[config.mk]
export PLATFORM = sky130hd
export DESIGN_NAME = ppt_div
export DESIGN_NICKNAME = d
export VERILOG_FILES = /design/src/rtl/core/ppt_div.sv
export SDC_FILE = /design/constraint.sdc
export NUM_CORES = 1
export LEC_CHECK = 0
export CAP_MARGIN = 20
export CORE_UTILIZATION = 45
export DETAILED_ROUTE_END_ITERATION = 6
export DONT_BUFFER_PORTS = 1
export PLACE_DENSITY = 0.56
export SLEW_MARGIN = 5
export SYNTH_ARGS = -nofsm -noshare
export SYNTH_HDL_FRONTEND = slang
export SYNTH_SLANG_ARGS = --single-unit
[constraint.sdc]
create_clock -name clk -period 12.5 [get_ports clk]
set_input_delay 2.5 -clock clk [delete_from_list [all_inputs] [get_ports clk]]
set_output_delay 2.5 -clock clk [all_outputs]
set_load 0.005 [all_outputs]
[src/rtl/core/ppt_div.sv]
`timescale 1ns / 1ps
// ----------------------------------------------------------------------------
// ppt_div
// Restoring unsigned divider, one quotient bit per cycle.
// ----------------------------------------------------------------------------
module ppt_div #(
  parameter int NUM_W = 64,
  parameter int DEN_W = 51
) (
  input  logic             clk,
  input  logic             rst,
  input  logic             go,
  input  logic [NUM_W-1:0] num,
  input  logic [DEN_W-1:0] den,
  output logic             done,
  output logic [NUM_W-1:0] quot
);

  localparam int CNW = $clog2(NUM_W + 1);

  logic [DEN_W-1:0] den_r;
  logic [DEN_W-1:0] rem;
  logic [CNW-1:0]   cnt;
  logic             active;
  logic [DEN_W:0]   shifted;

  assign shifted = {rem, quot[NUM_W-1]};

  always_ff @(posedge clk) begin
    if (rst) begin
      active <= 1'b0;
      done   <= 1'b0;
      cnt    <= '0;
    end else begin
      done <= 1'b0;
      if (go) begin
        quot   <= num;
        den_r  <= den;
        rem    <= '0;
        cnt    <= CNW'(NUM_W);
        active <= 1'b1;
      end else if (active) begin
        // The partial remainder stays below the divisor, so one compare suffices.
        if (shifted >= {1'b0, den_r}) begin
          rem  <= DEN_W'(shifted - {1'b0, den_r});
          quot <= {quot[NUM_W-2:0], 1'b1};
        end else begin
          rem  <= shifted[DEN_W-1:0];
          quot <= {quot[NUM_W-2:0], 1'b0};
        end
        cnt <= cnt - 1'b1;
        if (cnt == CNW'(1)) begin
          active <= 1'b0;
          done   <= 1'b1;
        end
      end
    end
  end

endmodule

==> metrics <==
clock network power share 0.317; commonest cells after routing, fill and taps aside 166 x edfxtp_1, 80 x nor2_1, 68 x inv_1; clk buf depth 2; skew final approximately 0.015 ns; worst-margin pin slew 0.813 ns; input/output buffers 0; Logic pwr share 0.246; crit-path max FO 43; initial antenna violation count 1; Die W 153 um; Post-synth EDFFs 166; syn_nets ~1,100; async set-reset flop share out of synthesis 0; MaxCap Viol Count 0; RSZ-0062 raised after global routing no; Routed WL per cell 19.0 um; final WL 22,300 um; Sequential Power Share 0.437; Num CTS Buffers 17; Num Clock Sinks 175; cell area power density 153 mW/mm^2; Synth Area per Inst 11.3 um^2; final hold vios 0; CTS resizes 0; Overflow after GRT 0; pre-CTS WS 8.03 ns; Global Route Usage Sum 0.199; 1st-pass router iterations 7; RePlAce Congestion 0.822; P_sw roughly 0.53 mW; hold crit path type register to register; largest net degree at the start of global routing 121; vias per cell 5.72; Leak 4.40 nW; Synth Flop Type edfxtp_1; failing checks design-rule violations; number of global-route vias before repair approximately 7,000; arrival time worst endpoint 4.55 ns; Worst-path clk slew approximately 0.070 ns; DIE AREA 0.0233 mm^2; Post-Syn Area 0.0102 mm^2; Post-CTS Hold Fix Bufs 0; crit share post-route 0.349; min Tclk post-route 4.36 ns; Clock Latency Late Sink between 0.4 and 0.5 ns; ANT cells 0; Residual DRC 4; FP Rows 54; nature of the critical path endpoint register; Setup Buffers After CTS 0; first-pass GRT wire length 36,500 um; setup TNS 0 ns; Critical Path Source Type register; CTS tree yes; worst setup path class register to register; Internal Power 1.16 mW; Cells after Synth 903; final setup vio count 0; H-tree Lvls 4; post-synth cell types 66; area delta synth->final 7.76%; Root Buffer clkbuf_16; CORE AREA 0.0220 mm^2; Iteration-0 DRC Markers around 400; initial core utilization 0.464; final setup margin 8.14 ns; Max Slew Vio Count 0; Req. time, crit path between 10 and 15 ns; status finished with violations; switch share 0.313; fin nets between 1,000 and 1,500; Vias between 6,000 and 7,000; hpwl dp 15,900 um; fraction of layout instances using a drive strength above 1 0.126; register area share after synthesis 0.506; Final ANT Viol Nets 0; commonest non-fill, non-tap cell in the layout edfxtp_1; I/O pins 183; Max-slew headroom 0.458; #FFs+latches synth 175; worst vdd ir 0.0000831 V; yosys warns 0; Design Power 1.68 mW; Die Y 153 um; fmax 229 MHz
final cells by class:
cell class | instances | area, um^2
clock buffers | 18 | 429
clock inverters | 14 | 164
fillers | 1931 | 11000
inverters | 68 | 255
multi-input cells | 617 | 4610
flip-flops and latches | 175 | 5160
well taps | 280 | 350
repair buffers | 4 | 30.0
cells in the mapped netlist (9+ instances only):
cell type  number  area [um^2]
o21ai_0        29          145
nand4_1        16          100
nand2_1        52          195
nor3_1          9         45.0
a21oi_1        58          290
mux2i_1        45          450
dfxtp_1         9          180
nor2b_1         9         56.3
inv_1          68          255
nand3_1        13         65.1
xor2_1         19          166
clkbuf_1       28          105
ha_1           53          663
nor2_1         81          304
a21o_1         37          278
edfxtp_1      166         4980
mux2_2         63          709
o21bai_1       11         82.6
xnor2_1        32          280
power by group through the flow:
stage                     sequential [mW]  combinational [mW]  clock, mW
final                               0.734               0.414      0.533
after global routing                0.740               0.464      0.569
after CTS                           0.735               0.416      0.546
after detailed placement            0.746               0.415          0
after global placement              0.746               0.407          0
after floorplan                     0.739               0.350          0
worst paths after layout:
kind,start,endpoint,slack (ns),cells after the start
setup / recovery,rem[6],rem[31],8.14,12
hold / removal,cnt[1],cnt[1],0.53,2
setup reg to reg,rem[6],rem[31],8.14,12
hold reg to reg,cnt[1],cnt[1],0.53,2
metrics by stage:
stage          cells  hold slack [ns]  cell area (um^2)   util
6_report        1176            0.534             11000  0.500
5_1_grt         1176            0.560             11000  0.500
4_1_cts         1176            0.514             11000  0.500
3_5_place_dp    1144            0.505             10400  0.473
3_3_place_gp    1144            0.487             10400  0.473
2_1_floorplan    903            0.469             10200      -
critical path: stages, from the launching register on:
cell and delay, ns:
edfxtp_1 0.39, ha_1 0.37, a21o_1 0.22, a41o_1 0.28, a211oi_4 0.32, a211oi_2 0.15
o2111ai_4 0.27, a211o_1 0.22, a21oi_1 0.11, o31ai_4 0.71, buf_4 0.71, mux2i_1 0.28
nor2_1 0.07
logic make-up (layout without fill, tap and decap cells):
kind of cell | Yosys count | in the layout | share of synthesized area
AOI/OAI and AO/OA | 186 | 186 | 0.124
xor gates and xnor gates | 51 | 51 | 0.0437
adders and majority gates | 54 | 54 | 0.0669
buffers and inverters | 111 | 104 | 0.0451
DFF | 175 | 175 | 0.506
muxes | 108 | 108 | 0.114
and+or+nand+nor | 218 | 218 | 0.100
layer usage:
layer | vias up | global-route usage | share of wire
li1 | 3266 | - | -
met1 | 3197 | 0.247 | 0.44
met2 | 228 | 0.322 | 0.47
met3 | 34 | 0.0651 | 0.071
met4 | 0 | 0.0755 | 0.022
met5 | - | 0 | 0
sequential cells by signal (all words and copies together), names as in the netlist:
signal and cells:
cnt 7, den_r 51, done 1, quot 64
active 1, rem 51
Power figures use the tool's default switching activity.
