<file path="config.mk">
export PLATFORM = sky130hd
export DESIGN_NAME = ppt_ram
export DESIGN_NICKNAME = d
export VERILOG_FILES = /design/src/rtl/core/ppt_ram.sv
export SDC_FILE = /design/constraint.sdc
export NUM_CORES = 1
export LEC_CHECK = 0
export BUFFER_PORTS_ARGS = -buffer_cell sky130_fd_sc_hd__buf_2
export CAP_MARGIN = 30
export CORE_MARGIN = 5
export CORE_UTILIZATION = 30
export DETAILED_ROUTE_END_ITERATION = 6
export GPL_TIMING_DRIVEN = 0
export PLACE_DENSITY_LB_ADDON = 0.2
export SLEW_MARGIN = 20
export SYNTH_ARGS = -nofsm -noshare
export SYNTH_HDL_FRONTEND = slang
export SYNTH_SLANG_ARGS = --single-unit
</file>
<file path="constraint.sdc">
create_clock -name clk -period 2.1 [get_ports clk]
set_input_delay 0.105 -clock clk [delete_from_list [all_inputs] [get_ports clk]]
set_output_delay 0.105 -clock clk [all_outputs]
set_load 0.02 [all_outputs]
</file>
<file path="src/rtl/core/ppt_ram.sv">
`timescale 1ns / 1ps
// ----------------------------------------------------------------------------
// ppt_ram
// Generic single write port, single read port RAM with registered read data.
// ----------------------------------------------------------------------------
module ppt_ram #(
  parameter int WIDTH = 8,
  parameter int DEPTH = 16
) (
  input  logic                                   clk,
  input  logic                                   we,
  input  logic [(DEPTH > 1 ? $clog2(DEPTH) : 1)-1:0] waddr,
  input  logic [WIDTH-1:0]                       wdata,
  input  logic [(DEPTH > 1 ? $clog2(DEPTH) : 1)-1:0] raddr,
  output logic [WIDTH-1:0]                       rdata
);

  logic [WIDTH-1:0] mem [DEPTH];

  always_ff @(posedge clk) begin
    if (we) begin
      mem[waddr] <= wdata;
    end
    rdata <= mem[raddr];
  end

endmodule

</file>
==> flow_metrics.tcl <==
set metrics [dict create \
    outcome "finished, final reports clean" \
    ys_warn_count 0 \
    grt-busiest-layer "met2" \
    core_area_sq_um 16700 \
    ys_seq_area_share_pct 77.8 \
    start_kind "flop" \
    dp_hpwl_mm 6.79 \
    r2r_slack_ps 680 \
    postCtsSetupRepairBufs 0 \
    met3_usage_pct 3.32 \
    critPathMaxFanout 1 \
    htreeDepth 4 \
    rr_startpoint "mem[15][0]" \
    portBuffers 24 \
    fin_crit_ps 1420 \
    ir_drop_mv 0.584 \
    crit_required_ps 2390 \
    cp_data_arrival_time_ps 1700 \
    postCtsHoldBufs 0 \
    ys_seq_elements 136 \
    syn_nets 247 \
    synthesis.area_sq_um 5150 \
    nFillCells 1549 \
    max_freq_mhz 705 \
    fin_hold_ws_ps 98.0 \
    grt_pass1_vias 2428 \
    grt-ovfl-total 0 \
    via_count 2360 \
    avgSynthCellArea_sq_um 22.5 \
    routed_wl_mm 10.8 \
    min-delay-path-class "in -> reg" \
    pwr_density_cell_nw_per_um2 1000 \
    die-area_sq_um 19900 \
    whs_endpoint "mem[3][5]" \
    fp.dieH_microns 141 \
    power_leakage_nw 2.02 \
    rows 47 \
    holdCritStartpoint "wdata[5]" \
    maxCapViolCount 0 \
    grt_max_degree 17 \
    clock_power_share_pct 44.9 \
    clockBufferDepth 2 \
    gp_congestion 0.718 \
    end_kind "flop" \
    cts-resized-gates 0 \
    path_clk_slew_ps 60 \
    drcViolationCount 0 \
    use_met1_pct 15.7 \
    nets 291 \
    syn_inst 229 \
    setup_viol 0 \
    finalClockSkew_ps 5.93 \
    cts_tree "done" \
    intPower_mw 4.87 \
    boundaryPins 26 \
    grt_antenna_before_repair 0 \
    combPwrFrac_pct 5.2 \
    hold_depth 1 \
    post-route-period-util_pct 67.6 \
    sw_frac_of_total_pct 20.4 \
    wl_per_cell_microns 21.4 \
    clk_latency_ps 410 \
    synthToLayoutAreaGrowth_pct 18.8 \
    first_iter_violations 159 \
    tightestPinTransition_ps 886 \
    layout-drive-gt1-share_pct 29.0 \
    yosysUniqueCellTypes 19 \
    p_switching_mw 1.25 \
    cts_made_buffers 17 \
    maxSlewHeadroom_pct 40.7 \
    met2_usage_pct 16.8 \
    cts.sinks 136 \
    mostFrequentLayoutCell "edfxtp_1" \
    synth_top_cell_by_area "edfxtp_1" \
    detail-route-antenna-nets 0 \
    grt_setup_unrepaired "false" \
    track_usage_pct 11.5 \
    root_buffer "clkbuf_16" \
    most-common-layout-cells "edfxtp_1, buf_2, mux4_2, clkbuf_16, a22oi_1" \
    final-max-slew-violation-count 0 \
    grt_pass1_wl_mm 15.9 \
    die_w_microns 141 \
    power_mw 6.11 \
    criticalPathCategory "reg -> reg" \
    worst_r2r_path_depth 3 \
    start_util_pct 30.8 \
    detail_route.vias_per_cell 4.66 \
    netlist.area_leader.share_pct 74.7 \
    antenna-diode-count 0 \
    p_seq_share_pct 49.9 \
    synth.area.top_cells "edfxtp_1, mux4_2, mux4_1" \
    worst_r2r_endpoint "rdata[0]" \
    firstDrtPassIters 6 \
    hold_viol 0 \
]
==> final cells by class <==
cell class / instances / area [sq um] / share of cell area, %
clock inverters: 13 / 111 / 1.82
plain buffers: 10 / 86.3 / 1.41
clock buffers: 19 / 433 / 7.08
flip-flops and latches: 136 / 4000 / 65.5
well taps: 220 / 275 / 4.50
multi-input cells: 83 / 1080 / 17.6
repair buffers: 25 / 128 / 2.09
==> cell families (layout without fill, tap and decap cells) <==
family | after synthesis | count (layout) | synth area share, %
buffers and inverters | 10 | 67 | 1.68
AND/OR/NAND/NOR | 35 | 35 | 3.18
AO/OA/AOI/OAI | 16 | 16 | 2.33
multiplexers | 32 | 32 | 15.0
flip-flops | 136 | 136 | 77.8
==> metrics by stage <==
step / cell area (sq um) / setup TNS, ps / setup slack (ps) / util [%] / instances
floorplan: 5150 / 0 / 502 / - / 229
CTS: 6110 / 0 / 645 / 36.6 / 506
finish: 6110 / 0 / 681 / 36.6 / 506
detailed placement: 5570 / 0 / 261 / 33.4 / 474
global route: 6110 / 0 / 602 / 36.6 / 506
global placement: 5540 / -1660 / -208 / 33.2 / 473
==> how the worst max path moves through the flow <==
stage	startpoint	to	slack, ps	cells past startpoint
after global placement	waddr[2]	mem[0][7]	-210	3
after floorplan	waddr[2]	mem[0][0]	500	2
after global routing	mem[1][2]	rdata[2]	600	3
final	mem[15][0]	rdata[0]	680	3
after detailed placement	waddr[2]	mem[3][3]	260	3
after CTS	mem[15][0]	rdata[0]	650	3
==> synth_stat cells <==
master	number
nand3_1	1
nor2_1	13
nand2b_1	2
buf_6	3
nor2b_1	1
a22oi_1	16
buf_4	1
nor3_1	4
dfxtp_1	8
buf_2	3
and2_1	1
and2b_1	1
nand3b_1	2
or3b_2	1
clkdlybuf4s25_2	3
edfxtp_1	128
mux4_2	18
nand2_1	9
mux4_1	14
==> sequential cells by signal, indices dropped and copies added, names as in the netlist <==
name,cells
mem,128
rdata,8
==> worst max-delay path, cell delays in order (launching register included) <==
cell      delay (ps)
edfxtp_1         350
mux4_2           510
a22oi_1          350
nand2_1           90
==> routing by layer <==
metal	vias up	share of wire, %
met5	-	0
met4	0	2.2
met3	14	2.2
met2	32	47
met1	1250	49
li1	1064	-
==> power groups by stage <==
stage / Sequential [mW] / Clock [mW] / Combinational (mW)
floorplan: 3.13 / 0 / 0.154
global placement: 3.10 / 0 / 0.320
detailed placement: 3.11 / 0 / 0.325
CTS: 3.05 / 2.80 / 0.326
global route: 3.05 / 2.92 / 0.342
finish: 3.05 / 2.75 / 0.317
No activity file was read; power rests on OpenSTA's default activity.
