### src/rtl/core/ppt_sqrt.sv
`timescale 1ns / 1ps
// ----------------------------------------------------------------------------
// ppt_sqrt
// Bit-serial integer square root, one root bit per cycle, with remainder.
// ----------------------------------------------------------------------------
module ppt_sqrt #(
  parameter int IN_W = 52
) (
  input  logic                clk,
  input  logic                rst,
  input  logic                go,
  input  logic [IN_W-1:0]     radicand,
  output logic                done,
  output logic [IN_W/2-1:0]   root,
  output logic [IN_W/2:0]     rem
);

  localparam int RW  = IN_W / 2;
  localparam int CNW = $clog2(RW + 1);

  logic [IN_W-1:0] v;
  logic [IN_W-1:0] r;
  logic [IN_W-1:0] bitv;
  logic [CNW-1:0]  cnt;
  logic            active;
  logic [IN_W:0]   trial;

  assign trial = {1'b0, r} + {1'b0, bitv};
  assign root  = r[RW-1:0];
  assign rem   = v[RW:0];

  always_ff @(posedge clk) begin
    if (rst) begin
      active <= 1'b0;
      done   <= 1'b0;
      cnt    <= '0;
    end else begin
      done <= 1'b0;
      if (go) begin
        v      <= radicand;
        r      <= '0;
        bitv   <= {2'b01, {(IN_W-2){1'b0}}};
        cnt    <= CNW'(RW);
        active <= 1'b1;
      end else if (active) begin
        if ({1'b0, v} >= trial) begin
          v <= v - trial[IN_W-1:0];
          r <= (r >> 1) + bitv;
        end else begin
          r <= r >> 1;
        end
        bitv <= bitv >> 2;
        cnt  <= cnt - 1'b1;
        if (cnt == CNW'(1)) begin
          active <= 1'b0;
          done   <= 1'b1;
        end
      end
    end
  end

endmodule

### config.mk
export PLATFORM = sky130hd
export DESIGN_NAME = ppt_sqrt
export DESIGN_NICKNAME = d
export VERILOG_FILES = /design/src/rtl/core/ppt_sqrt.sv
export SDC_FILE = /design/constraint.sdc
export NUM_CORES = 1
export LEC_CHECK = 0
export BUFFER_PORTS_ARGS = -buffer_cell sky130_fd_sc_hd__buf_2
export CORE_ASPECT_RATIO = 0.75
export CORE_MARGIN = 10
export CORE_UTILIZATION = 55
export CTS_CLUSTER_SIZE = 30
export DETAILED_ROUTE_END_ITERATION = 7
export PLACE_DENSITY = 0.7
export SLEW_MARGIN = 20
export SYNTH_ARGS = -nofsm -noshare
export SYNTH_HDL_FRONTEND = slang
export SYNTH_SLANG_ARGS = --single-unit
### constraint.sdc
create_clock -name clk -period 24 [get_ports clk]
set_input_delay 1.2 -clock clk [delete_from_list [all_inputs] [get_ports clk]]
set_output_delay 1.2 -clock clk [all_outputs]
set_load 0.02 [all_outputs]
==> out/results.tsv, run 1 <==
stage	metric	value	unit
outcome	run status	completed	
timing	Final Setup Violations	0	
floorplan	die height	154.3	microns
synth	Syn Nets	1698	
clocking	Setup Buffers After CTS	0	
synth	most common library cells after synthesis	144 x nand2_1, 130 x edfxtp_1, 117 x a21oi_1	
synth	synthesized flop and latch total	137	
floorplan	IO Count	109	
layout	layout cells sized above 1	11.55	%
timing	fmax	142.9	MHz
layout	Area Growth Syn to Fin	6.296	%
global_routing	first-pass GRT wire length	62740	microns
clocking	CTS resizes	0	
synth	XOR/XNOR Fraction of Synth Area	7.015	%
power_and_ir_drop	PwrDens	87.12	nW/um^2
floorplan	Rows	49	
timing	worst slew pin tran	1.106	ns
synth	post-synthesis adder-cell area fraction	10.36	%
floorplan	Die Span X	199.1	microns
timing	Rel. slew slack	26.26	%
worst_setup_path	Critical Path AT	7.07	ns
timing	RSZ-0062 raised after global routing	no	
route	vias per cell	6.552	
timing	final hold violation count	0	
synth	post-synthesis sequential area ratio	30.55	%
clocking	Clock Pin Slew Worst Setup and Hold Paths	0.06	ns
layout	nets	1710	
global_routing	vias in the first global route	11229	
placed_design	PortBufs	108	
synth	complex-gate fraction of the synthesized area	24.83	%
min_path	Worst Hold Depth	2	
route	wire length on met3	3409	microns
synth	synth top area cells	edfxtp_1 29%, ha_1 10%, a21oi_1 4.4%	
global_routing	total track usage	25.53	%
synth	cell taking the most area after synthesis	edfxtp_1	
power_and_ir_drop	peak supply drop	59.23	uV
clocking	Inserted Clock Buffers	17	
clocking	Clock Tree Root	clkbuf_16	
clocking	cts hold-fix bufs	0	
clocking	CTS tree	yes	
min_path	worst hold path type	flip-flop to flip-flop	
layout	FILL cells	2177	
flow_run	# Max-Cap Violations	0	
worst_setup_path	crit path kind	flip-flop to flip-flop	
worst_setup_path	crit end category	flip-flop	
synth	most common cell in the netlist	nand2_1	
synth	Synth Cell Area	13240	sq um
layout	Antenna Cells	0	
synth	synth warn	0	
power_and_ir_drop	Leakage Power	5.439	nW
placed_design	GP Congestion	0.9727	
synth	top-area cell type share of the netlist area	29.50	%
synth	asr flop ratio synth	0	%
timing	Clock Skew	0.01084	ns
synth	Distinct cells, synth	83	
clocking	worst-skew pair later-pin latency	0.45	ns
timing	Final Critical Period	6.996	ns
clocking	clock tree buffer depth	2	
synth	Post-Synthesis Cells	1534	
route	vias after detailed routing	12212	
synth	syn_area_per_cell	8.628	sq um
route	routed len/inst	21.40	microns
timing	final period utilization	29.15	%
synth	ys flop type	edfxtp_1	
route	top layer in use	met4	
floorplan	Die ar.	30730	sq um
route	Met1 Wirelength	18400	microns
worst_setup_path	reg2reg path depth	20	
floorplan	Core ar.	23850	sq um
synth	EDFF count, synth	130	
clocking	CTS H-tree depth	4	
floorplan	initial cell density of the core	55.50	%
timing	setup tns final	0	ns
power_and_ir_drop	total power	1.226	mW
worst_setup_path	Worst Path Required	24.07	ns
route	wire length on met2	17250	microns
global_routing	initial antenna violation count	0	
route	final WL	39890	microns
route	DR iter-0 viols	990	
clocking	CTS sink count	137	
placed_design	Final HPWL DP	29600	microns
synth	simple-gate share of the synthesized area	19.62	%
synth	post-synthesis mux area share	1.352	%
global_routing	largest net degree at the start of global routing	79	
global_routing	Overflow after GRT	0	
synth	combinational family with the most area after synthesis	compound AO/OA/AOI/OAI gates	
route	drt drc	0	
timing	fin. max-slew vios	0	
route	first drt pass iteration count	6	
route	number of routed nets with antenna violations	0	
worst_setup_path	CP Max Fanout	52	
worst_setup_path	startpoint types	flip-flop	
-- worst paths after layout --
path / startpoint / end / slack (ns)
hold / removal: cnt[0] / cnt[0] / 0.57
setup / recovery: r[4] / v[17] / 17.00
hold reg to reg: cnt[0] / cnt[0] / 0.57
setup reg to reg: r[4] / v[17] / 17.00
-- critical path, cell delays in order (launching register included) --
cell      delay (ns)
edfxtp_1        0.52
ha_1            0.39
nand4_1         0.12
o21ai_0         0.33
a21oi_1         0.19
o31ai_1         0.85
a211oi_1        0.38
nor3_1          0.22
o21ai_0         0.12
xor2_1          0.19
ha_1            0.44
and4_1          0.24
nand2_2         0.06
or2_1           0.27
or4_1           0.53
o2111a_1        0.19
nand3_2         0.08
buf_4           0.43
nand2_1         0.21
a21boi_4        0.18
buf_4           0.59
-- cells by family after synthesis --
family	Yosys count
mux	16
simple gates	514
flops	137
compound gates	501
buf+inv	151
fa+ha+maj	109
xor+xnor	106
-- placed cells by master, fill, tap and decap left out, types with 27 or more instances in the layout --
cell type  instances
nor3_1            42
nor2b_1           59
ha_1             108
o21ai_0          104
nand3_1           43
edfxtp_1         130
a211oi_1          38
xor2_1            56
a21o_1            34
inv_1             27
nand4_1           28
xnor2_1           50
a31oi_1           51
nor2_1            91
buf_2            107
nand2_1          144
a21oi_1          117
-- report_power, final --
group / total [mW] / leakage (nW) / switching [mW] / internal [mW]
logic: 0.622 / 3.86 / 0.393 / 0.229
registers: 0.344 / 1.31 / 0.0346 / 0.310
clock network: 0.260 / 0.264 / 0.108 / 0.152
total: 1.23 / 5.44 / 0.535 / 0.690
-- layer usage --
layer	vias up	global-route usage, %
li1	5826	-
met1	5851	36.29
met2	481	38.09
met3	54	5.312
met4	0	7.213
met5	-	0
-- flip-flops by register name, indices dropped and copies added (netlist names) --
register,count
v,52
bitv,26
active,1
done,1
r,52
cnt,5
-- final cells by class --
class                           count  area [sq um]  area share, %
Inverter                           27         101.3         0.7204
Clock buffer                       23         447.9          3.184
Sequential cell                   137          4044          28.74
Clock inverter                      8         98.84         0.7026
Tap cell                          306         382.9          2.721
Multi-Input combinational cell   1246          8379          59.56
Timing Repair Buffer              117         614.3          4.367
-- through the flow --
stage                     utilization (%)  cells  hold WS [ns]  worst slack (ns)  instance area, sq um
after floorplan                         -   1534        0.5279             14.36                 13240
after global placement              56.70   1833        0.5536             17.37                 13520
after detailed placement            56.70   1833        0.5619             17.14                 13520
after CTS                           58.99   1864        0.5703             17.12                 14070
after global routing                58.99   1864        0.5811             16.48                 14070
final                               58.99   1864        0.5688             17.00                 14070
No activity file was read; power rests on OpenSTA's default activity.
==> run 2, diff against run 1 <==
- PLACE_DENSITY: 0.7 -> 0.73
- clock period: 24 -> 6.1 ns (I/O delays scaled with it)
==> out/results.tsv, run 2 (same netlist as run 1, synthesis figures left out) <==
stage	metric	value	unit	change
placed_design	Final HPWL DP	30240	microns	+2.2%
layout	post-route non-filler standard cell count	1878		+0.75%
worst_setup_path	worst-path cell chain	ha_1 > nand4_1 > o21ai_1 > a31oi_1 > nor4_2 > nor2_1 > o21ba_2 > o31ai_1 > xnor2_1 > ha_1 > nand2_1 > nor2_1 > nand3_1 > or4_1 > o2111a_1 > and3_4 > nor3_1 > mux2_2		
global_routing	largest net degree at the start of global routing	120		+52%
timing	Rel. slew slack	35.12	%	+8.9 points
layout	biggest regs	r x52, v x52, bitv x26		
min_path	Worst Hold Depth	3		+1
route	drt drc	0		unchanged
worst_setup_path	Critical Path AT	6.03	ns	-1.04 ns
clocking	CTS sink count	137		unchanged
floorplan	initial cell density of the core	55.50	%	unchanged
clocking	CTS resizes	0		unchanged
timing	Final Setup Violations	0		unchanged
worst_setup_path	worst r2r src	r[4]		
clocking	CTS tree	yes		
power_and_ir_drop	Combinational Power Share	50.0	%	-0.7 points
power_and_ir_drop	switching pwr	2.191	mW	+310%
timing	Worst Hold Slack	0.1352	ns	-0.4336 ns
layout	Antenna Cells	0		unchanged
worst_setup_path	critical path's largest stage delay	0.54	ns	-0.31 ns
timing	fin. max-slew vios	0		unchanged
global_routing	Overflow after GRT	0		unchanged
global_routing	initial antenna violation count	0		unchanged
timing	Final Critical Period	5.829	ns	-1.167 ns
floorplan	IO Count	109		unchanged
power_and_ir_drop	Clock power frac	23.2	%	+2.0 points
layout	most common cell after layout, fill and taps aside	nand2_1		
worst_setup_path	Reg-to-Reg End	r[11]		
power_and_ir_drop	internal power	2.849	mW	+310%
layout	Area Growth Syn to Fin	8.461	%	
placed_design	DP Cell Count	1844		+0.60%
floorplan	Die ar.	30730	sq um	unchanged
layout	most frequent cells in the layout	142 x nand2_1, 130 x edfxtp_1, 116 x a21oi_1		
min_path	WHS Endpoint	v[34]		
clocking	clock tree buffer depth	2		unchanged
layout	nets	1723		+0.76%
floorplan	Rows	49		unchanged
worst_setup_path	reg2reg path depth	18		-10%
timing	final period utilization	95.56	%	+66 points
clocking	Setup Buffers After CTS	0		unchanged
route	routed len/inst	21.80	microns	+1.8%
route	final WL	40930	microns	+2.6%
power_and_ir_drop	Leakage Power	5.558	nW	+2.2%
worst_setup_path	crit end category	flip-flop		
timing	fmax	171.5	MHz	+20%
flow_run	# Max-Cap Violations	0		unchanged
worst_setup_path	slowest CP cell	or4_1		
route	first drt pass iteration count	5		-1
clocking	Inserted Clock Buffers	17		unchanged
power_and_ir_drop	sequential share of power	26.8	%	-1.3 points
global_routing	total track usage	25.40	%	-0.12 points
min_path	HP Start	radicand[34]		
global_routing	first-pass GRT wire length	61980	microns	-1.2%
placed_design	GP Congestion	0.9426		-3.1%
route	DR iter-0 viols	1381		+39%
global_routing	vias in the first global route	10941		-2.6%
power_and_ir_drop	PwrDens	351.1	nW/um^2	+300%
worst_setup_path	Worst Path Required	6.30	ns	-17.77 ns
layout	final core utilization	60.19	%	+1.2 points
layout	FILL cells	2135		-1.9%
route	vias per cell	6.613		+0.94%
timing	final hold violation count	0		unchanged
timing	Clock Skew	0.01118	ns	+0.0003468 ns
clocking	CTS H-tree depth	4		unchanged
outcome	run status	completed		
power_and_ir_drop	peak supply drop	208.4	uV	+250%
worst_setup_path	Reg2Reg Setup Slack	0.27	ns	-16.73 ns
timing	worst slew pin tran	0.9487	ns	-0.1574 ns
placed_design	PortBufs	108		unchanged
route	vias after detailed routing	12419		+1.7%
floorplan	die height	154.3	microns	unchanged
timing	RSZ-0062 raised after global routing	no		
clocking	Clock Tree Root	clkbuf_16		
clocking	Clock Pin Slew Worst Setup and Hold Paths	0.07	ns	about the same
floorplan	Core ar.	23850	sq um	unchanged
worst_setup_path	startpoint types	flip-flop		
min_path	worst hold path type	primary input to flip-flop		
floorplan	Die Span X	199.1	microns	unchanged
power_and_ir_drop	total power	5.040	mW	+310%
clocking	cts hold-fix bufs	0		unchanged
power_and_ir_drop	Sw Share	43.48	%	-0.20 points
worst_setup_path	crit path kind	flip-flop to flip-flop		
route	number of routed nets with antenna violations	0		unchanged
layout	layout cells sized above 1	13.49	%	+1.9 points
worst_setup_path	CP Max Fanout	16		-69%
clocking	worst-skew pair later-pin latency	0.45	ns	about the same
[run 2: power by group through the flow]
stage	logic, mW	clock network, mW	registers [mW]
2_1_floorplan	1.91	0	1.31
3_3_place_gp	2.40	0	1.36
3_5_place_dp	2.42	0	1.36
4_1_cts	2.44	1.17	1.35
5_1_grt	2.75	1.21	1.36
6_report	2.52	1.17	1.35
[run 2: worst max path at each step]
stage	startpoint	endpoint	slack (ns)	depth (start not counted)
detailed placement	r[2]	v[8]	0.26	19
finish	r[4]	r[11]	0.27	18
CTS	r[2]	v[10]	0.23	19
global route	r[2]	r[11]	0.04	18
global placement	r[4]	v[8]	0.48	19
floorplan	r[30]	v[0]	-2.41	21
[run 2: stage by stage]
stage | TNS, ns | setup slack (ns) | instance area [sq um]
4_1_cts | 0 | 0.2322 | 14300
6_report | 0 | 0.2706 | 14360
5_1_grt | 0 | 0.04393 | 14360
3_5_place_dp | 0 | 0.2616 | 13660
3_3_place_gp | 0 | 0.4808 | 13660
2_1_floorplan | -125.56 | -2.415 | 13300
[run 2: metal layers]
metal | vias up | part of all wire [%] | GRT usage [%]
met5 | - | 0 | 0
met4 | 0 | 2.0 | 6.488
met3 | 69 | 9.3 | 4.835
met2 | 655 | 43 | 37.09
met1 | 5843 | 46 | 37.32
li1 | 5852 | - | -
[run 2: final cells by class]
cell class              instances  area, sq um  area share [%]
multi-input cells            1248         8479           59.07
flip-flops and latches        137         4044           28.17
clock buffers                  17        425.4           2.963
well taps                     306        382.9           2.667
clock inverters                15        212.7           1.482
inverters                      27        101.3          0.7060
repair buffers                128        709.4           4.942
[run 2: worst max-delay path: cells and delay by family, from the launching register on]
kind | cells | cell delay [ns]
DFF | 1 | 0.52
muxes | 1 | 0.37
AOI/OAI and AO/OA | 5 | 1.32
and+or+nand+nor | 9 | 2.36
adders and majority gates | 2 | 0.82
xor gates and xnor gates | 1 | 0.17
